===== src/hdl/char_histogram_word_count_unit_macros.svh =====
// ----------------------------------------------------------------------------
// char histogram word count unit: assertion macros
// concurrent check helpers for the one block that uses them to assert
// ----------------------------------------------------------------------------
`ifndef CHAR_HISTOGRAM_WORD_COUNT_UNIT_MACROS_SVH
`define CHAR_HISTOGRAM_WORD_COUNT_UNIT_MACROS_SVH

// same-cycle implication
`define CHWC_ASSERT_IMPLIES(label, clk, rstn, ante, cons, msg) \
    label: assert property (@(posedge clk) disable iff (!(rstn)) (ante) |-> (cons)) \
        else $error(msg);

// next-cycle implication
`define CHWC_ASSERT_NEXT(label, clk, rstn, ante, cons, msg) \
    label: assert property (@(posedge clk) disable iff (!(rstn)) (ante) |=> (cons)) \
        else $error(msg);

`endif


===== src/hdl/chwc_pkg.sv =====
`timescale 1ns / 1ps
`default_nettype none
// ----------------------------------------------------------------------------
// chwc_pkg
// types and constants of the character histogram and word count unit
// ----------------------------------------------------------------------------
package chwc_pkg;

    localparam int NUM_BINS      = 95;
    localparam int BIN_WIDTH     = 7;
    localparam int OUT_WIDTH     = 32;
    localparam int FREQ_WIDTH    = 17;
    localparam int FREQ_LSB      = OUT_WIDTH;
    localparam int DIV_STEPS     = 17;
    localparam int STEP_WIDTH    = $clog2(DIV_STEPS);
    localparam int QUEUE_DEPTH   = 4;
    localparam int QPTR_WIDTH    = $clog2(QUEUE_DEPTH);
    localparam int S_TDATA_WIDTH = 24;
    localparam int M_TDATA_WIDTH = 120;
    localparam int M_USED_WIDTH  = 3 * OUT_WIDTH + FREQ_WIDTH;
    localparam int PADDR_WIDTH   = 3;
    localparam int PDATA_WIDTH   = 32;

    localparam logic [FREQ_WIDTH-1:0] Q_ONE = 17'h10000;

    // operation codes
    localparam logic [1:0] OP_COUNT = 2'd0;
    localparam logic [1:0] OP_READ  = 2'd1;
    localparam logic [1:0] OP_CLEAR = 2'd2;

    // register addresses (word select bit of paddr)
    localparam logic REG_FOLD_CASE = 1'b0;

    // character classes
    localparam logic [7:0] FIRST_PRINTABLE = 8'd32;
    localparam logic [7:0] LAST_PRINTABLE  = 8'd126;
    localparam logic [7:0] UPPER_A         = 8'd65;
    localparam logic [7:0] UPPER_Z         = 8'd90;
    localparam logic [7:0] FOLD_OFFSET     = 8'd32;
    localparam logic [7:0] BLANK_FIRST     = 8'd9;
    localparam logic [7:0] BLANK_LAST      = 8'd13;
    localparam logic [7:0] SPACE           = 8'd32;

    typedef struct packed {
        logic [1:0]           op;
        logic                 blank;
        logic                 binned;
        logic [BIN_WIDTH-1:0] bin;
    } chwc_item_t;

    typedef struct packed {
        logic div_busy;
        logic div_last;
        logic total_zero;
    } chwc_status_t;

endpackage
`default_nettype wire


===== src/hdl/char_histogram_word_count_unit.sv =====
`timescale 1ns / 1ps
`default_nettype none
// ----------------------------------------------------------------------------
// char_histogram_word_count_unit
// byte histogram over the printable range with byte total and word count
// ----------------------------------------------------------------------------
// Each request on the input stream (count byte, read bin, clear) gives exactly
// one result. Requests enter a four-entry queue at one per cycle unless it is
// full; the back end then runs them one at a time. A count or clear goes through
// bin store read, write back and result register; a read of a bin with a nonzero
// total also uses the bit-serial frequency divider. Per-bin valid flags leave the
// bins empty right after reset, so there is no clearing pass. The user must write
// fold_case over the register port while the unit is idle; nothing enforces it.
// ----------------------------------------------------------------------------
`include "char_histogram_word_count_unit_macros.svh"

module char_histogram_word_count_unit
    import chwc_pkg::*;
#(
    parameter int COUNT_WIDTH = 32
) (
    input  wire logic                     aclk,
    input  wire logic                     aresetn,
    // opcode [1:0], data_byte [9:2], bin_index [16:10]
    input  wire logic                     s_tvalid,
    output logic                          s_tready,
    input  wire logic [S_TDATA_WIDTH-1:0] s_tdata,
    // bin_count [31:0], bin_frequency [48:32], total_bytes [80:49],
    // word_count [112:81]
    output logic                          m_tvalid,
    input  wire logic                     m_tready,
    output logic [M_TDATA_WIDTH-1:0]      m_tdata,
    input  wire logic                     psel,
    input  wire logic                     penable,
    input  wire logic                     pwrite,
    input  wire logic [PADDR_WIDTH-1:0]   paddr,
    input  wire logic [PDATA_WIDTH-1:0]   pwdata,
    output logic [PDATA_WIDTH-1:0]        prdata,
    output logic                          pready
);

    logic         fold_case_reg;
    logic         fold_case_next;
    logic         q_full;
    logic         q_empty;
    logic         q_push;
    logic         q_pop;
    chwc_item_t   push_item;
    chwc_item_t   head_item;
    chwc_status_t back_status;

    // register port
    assign pready = 1'b1;

    always_comb begin
        fold_case_next = fold_case_reg;
        if (psel && penable && pwrite && pready && (paddr[2] == REG_FOLD_CASE)) begin
            fold_case_next = pwdata[0];
        end
    end

    always_comb begin
        prdata = '0;
        if (paddr[2] == REG_FOLD_CASE) begin
            prdata = {{(PDATA_WIDTH-1){1'b0}}, fold_case_reg};
        end
    end

    always_ff @(posedge aclk) begin
        if (!aresetn) begin
            fold_case_reg <= 1'b0;
        end else begin
            fold_case_reg <= fold_case_next;
        end
    end

    chwc_front u_front (
        .s_tvalid  (s_tvalid),
        .s_tready  (s_tready),
        .s_tdata   (s_tdata),
        .fold_case (fold_case_reg),
        .q_full    (q_full),
        .q_push    (q_push),
        .q_item    (push_item)
    );

    chwc_queue u_queue (
        .aclk      (aclk),
        .aresetn   (aresetn),
        .push      (q_push),
        .push_item (push_item),
        .pop       (q_pop),
        .head_item (head_item),
        .full      (q_full),
        .empty     (q_empty)
    );

    chwc_back #(
        .COUNT_WIDTH (COUNT_WIDTH)
    ) u_back (
        .aclk     (aclk),
        .aresetn  (aresetn),
        .q_empty  (q_empty),
        .q_item   (head_item),
        .q_pop    (q_pop),
        .m_tvalid (m_tvalid),
        .m_tready (m_tready),
        .m_tdata  (m_tdata),
        .status   (back_status)
    );

    `CHWC_ASSERT_IMPLIES(a_div_total_nonzero, aclk, aresetn, back_status.div_busy, !back_status.total_zero, "divider running with zero total")
    `CHWC_ASSERT_NEXT(a_div_full_length, aclk, aresetn, back_status.div_busy && !back_status.div_last, back_status.div_busy, "divider left before its last step")
    `CHWC_ASSERT_IMPLIES(a_freq_in_range, aclk, aresetn, m_tvalid, m_tdata[FREQ_LSB +: FREQ_WIDTH] <= Q_ONE, "frequency above one")

endmodule
`default_nettype wire


===== src/hdl/chwc_front.sv =====
`timescale 1ns / 1ps
`default_nettype none
// ----------------------------------------------------------------------------
// chwc_front
// takes requests off the input stream and classifies them for the back end
// ----------------------------------------------------------------------------
module chwc_front
    import chwc_pkg::*;
(
    input  wire logic                     s_tvalid,
    output logic                          s_tready,
    input  wire logic [S_TDATA_WIDTH-1:0] s_tdata,
    input  wire logic                     fold_case,
    input  wire logic                     q_full,
    output logic                          q_push,
    output chwc_item_t                    q_item
);

    logic [1:0]           op;
    logic [7:0]           data_byte;
    logic [BIN_WIDTH-1:0] bin_index;
    logic [7:0]           folded;
    logic [7:0]           offset;

    assign op        = s_tdata[1:0];
    assign data_byte = s_tdata[9:2];
    assign bin_index = s_tdata[16:10];

    assign s_tready = !q_full;
    assign q_push   = s_tvalid && !q_full;

    always_comb begin
        folded = data_byte;
        if (fold_case && (data_byte inside {[UPPER_A:UPPER_Z]})) begin
            folded = data_byte + FOLD_OFFSET;
        end
        offset = folded - FIRST_PRINTABLE;

        q_item.op     = op;
        q_item.blank  = (data_byte inside {[BLANK_FIRST:BLANK_LAST]}) || (data_byte == SPACE);
        q_item.binned = 1'b0;
        q_item.bin    = bin_index;
        case (op)
            OP_COUNT: begin
                q_item.binned = data_byte inside {[FIRST_PRINTABLE:LAST_PRINTABLE]};
                q_item.bin    = offset[BIN_WIDTH-1:0];
            end
            OP_READ: begin
                q_item.binned = bin_index < BIN_WIDTH'(NUM_BINS);
            end
            default: begin
                q_item.binned = 1'b0;
            end
        endcase
    end

endmodule
`default_nettype wire


===== src/hdl/chwc_queue.sv =====
`timescale 1ns / 1ps
`default_nettype none
// ----------------------------------------------------------------------------
// chwc_queue
// short request queue between the front and back ends
// ----------------------------------------------------------------------------
module chwc_queue
    import chwc_pkg::*;
(
    input  wire logic       aclk,
    input  wire logic       aresetn,
    input  wire logic       push,
    input  wire chwc_item_t push_item,
    input  wire logic       pop,
    output chwc_item_t      head_item,
    output logic            full,
    output logic            empty
);

    chwc_item_t            entry_reg [QUEUE_DEPTH];
    logic [QPTR_WIDTH-1:0] wr_ptr_reg;
    logic [QPTR_WIDTH-1:0] wr_ptr_next;
    logic [QPTR_WIDTH-1:0] rd_ptr_reg;
    logic [QPTR_WIDTH-1:0] rd_ptr_next;
    logic [QPTR_WIDTH:0]   level_reg;
    logic [QPTR_WIDTH:0]   level_next;
    logic                  do_push;
    logic                  do_pop;

    assign full      = level_reg == (QPTR_WIDTH + 1)'(QUEUE_DEPTH);
    assign empty     = level_reg == '0;
    assign head_item = entry_reg[rd_ptr_reg];
    assign do_push   = push && !full;
    assign do_pop    = pop && !empty;

    always_comb begin
        wr_ptr_next = wr_ptr_reg;
        rd_ptr_next = rd_ptr_reg;
        level_next  = level_reg;
        if (do_push) begin
            wr_ptr_next = wr_ptr_reg + 1'b1;
        end
        if (do_pop) begin
            rd_ptr_next = rd_ptr_reg + 1'b1;
        end
        if (do_push && !do_pop) begin
            level_next = level_reg + 1'b1;
        end else if (do_pop && !do_push) begin
            level_next = level_reg - 1'b1;
        end
    end

    always_ff @(posedge aclk) begin
        if (!aresetn) begin
            wr_ptr_reg <= '0;
            rd_ptr_reg <= '0;
            level_reg  <= '0;
        end else begin
            wr_ptr_reg <= wr_ptr_next;
            rd_ptr_reg <= rd_ptr_next;
            level_reg  <= level_next;
        end
    end

    always_ff @(posedge aclk) begin
        if (do_push) begin
            entry_reg[wr_ptr_reg] <= push_item;
        end
    end

endmodule
`default_nettype wire


===== src/hdl/chwc_back.sv =====
`timescale 1ns / 1ps
`default_nettype none
// ----------------------------------------------------------------------------
// chwc_back
// bin memory, byte and word counters, frequency divider and result register
// ----------------------------------------------------------------------------
module chwc_back
    import chwc_pkg::*;
#(
    parameter int COUNT_WIDTH = 32
) (
    input  wire logic                      aclk,
    input  wire logic                      aresetn,
    input  wire logic                      q_empty,
    input  wire chwc_item_t                q_item,
    output logic                           q_pop,
    output logic                           m_tvalid,
    input  wire logic                      m_tready,
    output logic [M_TDATA_WIDTH-1:0]       m_tdata,
    output chwc_status_t                   status
);

    localparam logic [1:0] S_IDLE = 2'd0;
    localparam logic [1:0] S_MEM  = 2'd1;
    localparam logic [1:0] S_DIV  = 2'd2;
    localparam logic [1:0] S_OUT  = 2'd3;

    localparam logic [COUNT_WIDTH-1:0] CNT_MAX = {COUNT_WIDTH{1'b1}};

    logic [1:0]                state_reg;
    logic [1:0]                state_next;
    chwc_item_t                item_reg;
    chwc_item_t                item_next;
    logic [COUNT_WIDTH-1:0]    total_reg;
    logic [COUNT_WIDTH-1:0]    total_next;
    logic [COUNT_WIDTH-1:0]    words_reg;
    logic [COUNT_WIDTH-1:0]    words_next;
    logic                      inside_reg;
    logic                      inside_next;
    logic [NUM_BINS-1:0]       valid_reg;
    logic [NUM_BINS-1:0]       valid_next;
    logic [COUNT_WIDTH-1:0]    count_reg;
    logic [COUNT_WIDTH-1:0]    count_next;
    logic [FREQ_WIDTH-1:0]     freq_reg;
    logic [FREQ_WIDTH-1:0]     freq_next;
    logic [COUNT_WIDTH:0]      rem_reg;
    logic [COUNT_WIDTH:0]      rem_next;
    logic [FREQ_WIDTH-1:0]     quo_reg;
    logic [FREQ_WIDTH-1:0]     quo_next;
    logic [STEP_WIDTH-1:0]     step_reg;
    logic [STEP_WIDTH-1:0]     step_next;
    logic                      m_valid_reg;
    logic                      m_valid_next;
    logic [M_TDATA_WIDTH-1:0]  m_data_reg;
    logic [M_TDATA_WIDTH-1:0]  m_data_next;

    logic [COUNT_WIDTH-1:0]    mem [NUM_BINS];
    logic [COUNT_WIDTH-1:0]    rd_data_reg;
    logic                      mem_we;
    logic [COUNT_WIDTH-1:0]    mem_wdata;
    logic [COUNT_WIDTH-1:0]    bin_val;
    logic [COUNT_WIDTH:0]      rem_diff;
    logic [COUNT_WIDTH-1:0]    rem_kept;
    logic                      rem_ge;
    logic [COUNT_WIDTH-1:0]    words_live;
    logic [OUT_WIDTH-1:0]      count_out;
    logic [OUT_WIDTH-1:0]      total_out;
    logic [OUT_WIDTH-1:0]      words_out;
    logic                      out_free;

    assign words_live = (inside_reg && (words_reg != CNT_MAX)) ? words_reg + 1'b1 : words_reg;

    if (COUNT_WIDTH >= OUT_WIDTH) begin : g_out_wide
        assign count_out = count_reg[OUT_WIDTH-1:0];
        assign total_out = total_reg[OUT_WIDTH-1:0];
        assign words_out = words_live[OUT_WIDTH-1:0];
    end else begin : g_out_narrow
        assign count_out = {{(OUT_WIDTH-COUNT_WIDTH){1'b0}}, count_reg};
        assign total_out = {{(OUT_WIDTH-COUNT_WIDTH){1'b0}}, total_reg};
        assign words_out = {{(OUT_WIDTH-COUNT_WIDTH){1'b0}}, words_live};
    end

    // one restoring division step
    assign rem_diff = rem_reg - {1'b0, total_reg};
    assign rem_ge   = !rem_diff[COUNT_WIDTH];
    assign rem_kept = rem_ge ? rem_diff[COUNT_WIDTH-1:0] : rem_reg[COUNT_WIDTH-1:0];

    assign out_free = !m_valid_reg || m_tready;

    always_comb begin
        state_next   = state_reg;
        item_next    = item_reg;
        total_next   = total_reg;
        words_next   = words_reg;
        inside_next  = inside_reg;
        valid_next   = valid_reg;
        count_next   = count_reg;
        freq_next    = freq_reg;
        rem_next     = rem_reg;
        quo_next     = quo_reg;
        step_next    = step_reg;
        m_valid_next = m_valid_reg;
        m_data_next  = m_data_reg;
        q_pop        = 1'b0;
        mem_we       = 1'b0;
        bin_val      = '0;
        mem_wdata    = '0;

        if (m_valid_reg && m_tready) begin
            m_valid_next = 1'b0;
        end

        case (state_reg)
            S_IDLE: begin
                if (!q_empty) begin
                    q_pop      = 1'b1;
                    item_next  = q_item;
                    count_next = '0;
                    freq_next  = '0;
                    state_next = S_MEM;
                    case (q_item.op)
                        OP_COUNT: begin
                            if (total_reg != CNT_MAX) begin
                                total_next = total_reg + 1'b1;
                            end
                            if (q_item.blank) begin
                                if (inside_reg && (words_reg != CNT_MAX)) begin
                                    words_next = words_reg + 1'b1;
                                end
                                inside_next = 1'b0;
                            end else begin
                                inside_next = 1'b1;
                            end
                        end
                        OP_CLEAR: begin
                            total_next  = '0;
                            words_next  = '0;
                            inside_next = 1'b0;
                            valid_next  = '0;
                        end
                        default: begin
                        end
                    endcase
                end
            end
            S_MEM: begin
                state_next = S_OUT;
                if (item_reg.binned) begin
                    bin_val   = valid_reg[item_reg.bin] ? rd_data_reg : '0;
                    mem_wdata = (bin_val == CNT_MAX) ? bin_val : bin_val + 1'b1;
                    if (item_reg.op == OP_COUNT) begin
                        mem_we                   = 1'b1;
                        valid_next[item_reg.bin] = 1'b1;
                    end else if (item_reg.op == OP_READ) begin
                        count_next = bin_val;
                        if (total_reg != '0) begin
                            rem_next   = {1'b0, bin_val};
                            quo_next   = '0;
                            step_next  = '0;
                            state_next = S_DIV;
                        end
                    end
                end
            end
            S_DIV: begin
                rem_next  = {rem_kept, 1'b0};
                quo_next  = {quo_reg[FREQ_WIDTH-2:0], rem_ge};
                step_next = step_reg + 1'b1;
                if (step_reg == STEP_WIDTH'(DIV_STEPS - 1)) begin
                    freq_next  = (quo_next > Q_ONE) ? Q_ONE : quo_next;
                    state_next = S_OUT;
                end
            end
            S_OUT: begin
                if (out_free) begin
                    m_valid_next = 1'b1;
                    m_data_next  = {{(M_TDATA_WIDTH-M_USED_WIDTH){1'b0}},
                                    words_out, total_out, freq_reg, count_out};
                    state_next   = S_IDLE;
                end
            end
            default: begin
                state_next = S_IDLE;
            end
        endcase
    end

    always_ff @(posedge aclk) begin
        if (!aresetn) begin
            state_reg   <= S_IDLE;
            total_reg   <= '0;
            words_reg   <= '0;
            inside_reg  <= 1'b0;
            valid_reg   <= '0;
            m_valid_reg <= 1'b0;
        end else begin
            state_reg   <= state_next;
            total_reg   <= total_next;
            words_reg   <= words_next;
            inside_reg  <= inside_next;
            valid_reg   <= valid_next;
            m_valid_reg <= m_valid_next;
        end
    end

    always_ff @(posedge aclk) begin
        item_reg   <= item_next;
        count_reg  <= count_next;
        freq_reg   <= freq_next;
        rem_reg    <= rem_next;
        quo_reg    <= quo_next;
        step_reg   <= step_next;
        m_data_reg <= m_data_next;
    end

    // bin store: one write port, one registered read port
    always_ff @(posedge aclk) begin
        if (mem_we) begin
            mem[item_reg.bin] <= mem_wdata;
        end
        rd_data_reg <= mem[q_item.bin];
    end

    assign m_tvalid          = m_valid_reg;
    assign m_tdata           = m_data_reg;
    assign status.div_busy   = state_reg == S_DIV;
    assign status.div_last   = step_reg == STEP_WIDTH'(DIV_STEPS - 1);
    assign status.total_zero = total_reg == '0;

endmodule
`default_nettype wire

===== config.mk =====
export PLATFORM = sky130hd
export DESIGN_NAME = char_histogram_word_count_unit
export DESIGN_NICKNAME = d
export VERILOG_FILES = /design/src/hdl/chwc_pkg.sv /design/src/hdl/char_histogram_word_count_unit.sv /design/src/hdl/chwc_front.sv /design/src/hdl/chwc_queue.sv /design/src/hdl/chwc_back.sv
export VERILOG_INCLUDE_DIRS = /design/src /design/src/hdl
export SDC_FILE = /design/constraint.sdc
export NUM_CORES = 2
export LEC_CHECK = 0
export BUFFER_PORTS_ARGS = -buffer_cell sky130_fd_sc_hd__buf_2
export CAP_MARGIN = 20
export CORE_MARGIN = 2
export CORE_UTILIZATION = 44
export CTS_CLUSTER_DIAMETER = 150
export CTS_CLUSTER_SIZE = 28
export DETAILED_ROUTE_END_ITERATION = 7
export GPL_ROUTABILITY_DRIVEN = 0
export MAX_ROUTING_LAYER = met4
export SLEW_MARGIN = 20
export SYNTH_ARGS = -nofsm -noshare
export SYNTH_HDL_FRONTEND = slang
export SYNTH_SLANG_ARGS = --single-unit

===== constraint.sdc =====
create_clock -name aclk -period 21.3 [get_ports aclk]
set_input_delay 4.26 -clock aclk [delete_from_list [all_inputs] [get_ports aclk]]
set_output_delay 4.26 -clock aclk [all_outputs]
set_load 0.02 [all_outputs]

Word level (Yosys, flattened, before mapping)
Memories as Yosys holds them, arrays and structs flattened. A register that Yosys moved wholly into a read port is not among the register bits. Index checks and enable logic that the tools add are counted.

Register bits after elaboration: 397. Memory bits (writable): 3084. Bits of input ports: 66. Output and inout bits: 155. Logic and storage cells: 185. Memories kept: 2.

Add/subtract/negate cells: 11. $lt $le $gt $ge: 10. Equality and inequality tests: 23. Mux-type cells: 73. Bitwise logic cells: 3. Reductions and logical operators: 44.

Memories: u_back.mem (depth 95, width 32, rd ports 1, clocked after memory_dff 1, wr ports 1, RTL line chwc_back.sv:57) `logic [COUNT_WIDTH-1:0] mem [NUM_BINS];`; u_queue.entry_reg (depth 4, width 11, rd ports 1, clocked after memory_dff 1, wr ports 1, RTL line chwc_queue.sv:20) `chwc_item_t entry_reg [QUEUE_DEPTH];`.

Operators by type and width (count): 32-bit two-way mux (12); 95-bit two-way mux (4); 32-bit case mux with 2 select lines (3); 95-bit case mux with 2 select lines (1); 33-bit two-way mux (4); 32-bit by 1-bit adder with 32-bit output (second input constant) (3); 95-bit OR (1); 33-bit case mux with 2 select lines (1); 16-bit two-way mux (4); 32-bit inequality test (second input constant) (2); 17-bit two-way mux (3); 17-bit case mux with 2 select lines (1); 33-bit by 32-bit subtractor with 33-bit output (1); 32-bit equality test (second input constant) (1); 16-bit case mux with 2 select lines (1); 32-bit nonzero test (1); 5-bit two-way mux (4); 17-bit greater-than comparator (second input constant) (1); 1-bit two-way mux (17); 8-bit by 7-bit <= comparator with 1-bit output (second input constant) (2); 2-bit two-way mux (8); 1-bit logical AND (15); 5-bit AND reduction (3); 7-bit two-way mux (2); 35 further kinds (69).

Logic depth before layout (Yosys ltp)
Depth in word-level cells: 8. Depth in mapped cells: 20. Gate-level depth less buffers: 15.

Cells and area by module
Synthesis repeated with hierarchy kept, for this count alone.

Cells, all modules: 6652. Area total of the unflattened synthesis: 137668.3 µm².

By module, submodules not included: chwc_back (times used 1, cells each 6454, area each 134985.7 µm²); chwc_queue (times used 1, cells each 105, area each 2069.5 µm²); char_histogram_word_count_unit (times used 1, cells each 40, area each 315.3 µm²); chwc_front (times used 1, cells each 53, area each 297.8 µm²).

Worst setup path after synthesis
OpenSTA, ideal clock, no wires.

Path kind: reg-to-reg. From: reg u_back.item_reg[0] (netlist name). To: mem u_back.mem[0][11], data pin. Arrival time: 8.763 ns. Required time: 20.063 ns. Path slack: 11.300 ns. Cell stages (with the launch flop): 15. Period minus slack after synthesis: 10.000 ns. Cell sequence: edfxtp_1 > buf_6 > mux4_1 > mux2_2 > a221o_1 > nor4_4 > nand2_2 > buf_2 > and2_1 > ha_1 > nand3_1 > nor2_1 > nand3_1 > o2111ai_2 > o41ai_1.

Word-level cells in the longest chain between the ends: 7.

Ends and longest elaborated chain: start: declaration (RTL line chwc_back.sv:32) `chwc_item_t item_reg;`; start signal: assignment (RTL line chwc_back.sv:207) `item_reg <= item_next;`; 1-bit binary-select mux with 7-bit select * (RTL line chwc_back.sv:149) `bin_val = valid_reg[item_reg.bin] ? rd_data_reg : '0;`; 1-bit two-way mux (not written as such) * (RTL line chwc_back.sv:149); 32-bit two-way mux * (RTL line chwc_back.sv:149); 32-bit by 1-bit adder with 32-bit output or 32-bit equality test (tied branches) (RTL line chwc_back.sv:150) `mem_wdata = (bin_val == CNT_MAX) ? bin_val : bin_val + 1'b1;`; 32-bit two-way mux * (RTL line chwc_back.sv:150); 32-bit two-way mux * (RTL line chwc_back.sv:148) `if (item_reg.binned) begin`; 32-bit two-way mux * (RTL line chwc_back.sv:113) `case (state_reg)`; named net u_back.mem_wdata[11] (RTL line chwc_back.sv:60) `logic [COUNT_WIDTH-1:0] mem_wdata;`; end: declaration (RTL line chwc_back.sv:57).

The timed path passes the listed nets; every way through them passes the cells marked *. The select of a mux whose other input is x is not followed.

Worst setup path in the final report
From: in paddr[2]. To: out prdata[0].

Word-level cells in the longest chain between the ends: 1.

Ends and longest elaborated chain: start: declaration (RTL line char_histogram_word_count_unit.sv:36) `input wire logic [PADDR_WIDTH-1:0] paddr,`; 1-bit two-way mux (RTL line char_histogram_word_count_unit.sv:64) `if (paddr[2] == REG_FOLD_CASE) begin`; end: declaration (RTL line char_histogram_word_count_unit.sv:38) `output logic [PDATA_WIDTH-1:0] prdata,`.

Every way passes these cells.

==> impl_results.md <==
- Core area: 312000 µm²
- LEAKAGE: 43.0 nW
- Pin count of the biggest net entering global routing: 162
- Crit path kind: input port to output pin
- Adder-Cell Fraction of Synth Area: 0.484%
- Die span in x: 563 µm
- Ys async rst share: 0%
- DRT Wirelength: 347000 µm
- Sinks on Clock Net: 3515
- Crit path time final: 8.91 ns
- Via-to-Cell Ratio: 6.07
- CP Launch Type: input port
- Drt first pass iters: 6
- Antenna-violating nets left: 0
- RSZ-0062 raised after global routing: false
- Rows: 205
- Crit path DAT: 4.65 ns
- Pwr/cell area: 115 nW/µm²
- EDFF count, synth: 3310
- First-pass GRT wire length: 489000 µm
- Synth Area in Simple Gates: 3.34%
- Via count: 67200
- HPWL Detailed: 188000 µm
- Final period util: 41.8%
- Synthesized cell area: 138000 µm²
- Initial core utilization: 44.2%
- Io pins: 221
- Setup_tns: 0 ns
- Post-DP Area: 145000 µm²
- Peak supply drop: 0.0990 mV
- Synth area leaders: edfxtp_1, mux4_2, dfxtp_1
- Status: finished clean
- Gr usage total: 22.3%
- Top FF cell, synth: edfxtp_1
- XOR/XNOR Fraction of Synth Area: 0.643%
- Setup bufs post-CTS: 0
- Yosys reg bits: 3515
- Reg clk slew, reported paths: 0.10 ns
- CTS tree: built
- Slew headroom: 22.9%
- CP Max Fanout: 2
- Synth Instances: 6708
- Root Driver: clkbuf_16
- YS warnings: 0
- Final cell utilization of the core: 47.8%
- Post-CTS sizing: 0
- Initial antenna violation count: 14
- Mux cell area share after synthesis: 16.5%
- Critical Path RT: 17.04 ns
- Max Clk Rate: 0.112 GHz
- Non-Filler Instances: 11100
- Placed insts: 10800
- Dominant cell type by area after synthesis: edfxtp_1
- # DRC: 0
- Initial drt markers: 7990
- Top-area cell type share of the netlist area: 72.2%
- Sequential area share after synthesis: 75.2%
- IO Port Bufs: 141
- H-tree depth: 4
- Max cap viols: 0
- Fin. max-slew vios: 0
- Die area: 317000 µm²
- Setup violations, final: 0
- Combinational family with the most area after synthesis: multiplexers
- Hold WC Path Type: flop to flop
- Count of cell types in the netlist: 84
- Synth Area in Compound Gates: 2.43%
- Vias in the first global route: 65800
- Max FFs per register: 3040
- Overall die height: 563 µm
- Hold buffers post-CTS: 0
- Fill cell count: 25300
- Clock Path Buffers: 4
- WL/cell: 31.4 µm
- Fin. Hold Viols: 0
- Least-Margin Pin Slew: 1.16 ns
- Design area: 149000 µm²
- Avg Cell Area, Syn: 20.5 µm²
- Nets@finish: 6980
- Area growth, synth to finish: 8.32%
- Crit path capture type: output pin
- Share of cells above drive strength 1: 23.8%
- Worst Skew: 0.0661 ns
- Clk_lat worst skew: 0.91 ns
- Cts bufs inserted: 152
- Fin Hold WS: 0.420 ns
- Total gr overflow: 0
[where the power goes]
group	leakage (nW)	internal, W	switching (W)
clock network	1.98	0.00135	0.00204
registers	29.3	0.00787	0.000187
logic	11.7	0.00225	0.00344
[worst max-delay path, cell delays in order]
cell	delay (ns)
buf_2	0.11
nor2b_1	0.11
buf_2	0.17
[metrics by stage]
step,power [W],setup slack [ns]
finish,0.0171,12.39
global route,0.0178,12.33
CTS,0.0173,12.40
detailed placement,0.0139,12.40
global placement,0.0139,12.39
floorplan,0.0119,11.30
[cell families after synthesis]
kind of cell / after synthesis
compound gates: 531
other cells: 2
fa+ha+maj: 52
simple gates: 965
mux: 1088
flops: 3515
buf+inv: 454
xor+xnor: 101
[metal layers]
layer | up-vias | track usage [%] | part of all wire [%]
li1 | 27700 | - | -
met1 | 36600 | 31.4 | 42
met2 | 2519 | 34.7 | 48
met3 | 390 | 2.92 | 7.1
met4 | 0 | 5.58 | 2.8
met5 | - | - | 0
[path summary, 6_finish.rpt]
check / start / endpoint / slack [ns] / depth (start not counted)
hold reg to reg: u_back.count_out[26] / u_back.m_tdata[26] / 0.42 / 0
hold / removal: u_back.count_out[26] / u_back.m_tdata[26] / 0.42 / 0
setup reg to reg: u_back.item_reg[4] / u_back.mem[71][31] / 13.64 / 16
setup / recovery: paddr[2] / prdata[0] / 12.39 / 3
[layout make-up]
cell class / instances / area, µm² / share of cell area, %
Tap cell: 4140 / 5180 / 3.47
Timing Repair Buffer: 351 / 2520 / 1.69
Clock buffer: 193 / 4020 / 2.70
Antenna cell: 24 / 60.1 / 0.0403
Sequential cell: 3515 / 103000 / 69.4
Multi-Input combinational cell: 2776 / 33500 / 22.5
Inverter: 66 / 255 / 0.171
Clock inverter: 5 / 65.1 / 0.0436
[synth_stat cells (13+ instances only)]
master and count:
nor3_1 44, a22oi_1 23, nor2_1 312, a32o_1 31, and2_1 41, clkbuf_1 222
nand2_1 252, xnor2_1 76, buf_2 61, ha_1 50, buf_1 61, nand3_1 66
or3_1 17, dfxtp_1 205, o21ai_0 109, edfxtp_1 3310, mux4_2 939, mux2_2 28
a21oi_1 219, inv_1 64, nor4_1 21, nor2b_1 41, o211ai_1 13, buf_4 42
a21boi_0 16, mux2i_1 119, o21a_1 13, xor2_1 25, nand2b_1 17, nand4_1 29
and3_1 78
[layout by cell type, fill, tap and decap left out, types with 20 or more instances in the layout]
master,instances
nand4_1,29
xor2_1,25
dfxtp_1,205
nor2_1,198
nor2b_1,40
buf_2,141
conb_1,39
nor3_1,40
and3_1,78
nand2_1,248
a21oi_1,206
clkbuf_16,155
mux2_2,28
nand3_1,65
mux4_2,935
mux2i_1,118
xnor2_1,76
and2_1,41
diode_2,24
a22oi_1,23
nor4_1,20
edfxtp_1,3310
a32o_1,31
clkbuf_1,38
o21ai_0,107
nor2_4,111
inv_1,63
buf_4,181
ha_1,49
No activity file was read; power rests on OpenSTA's default activity.
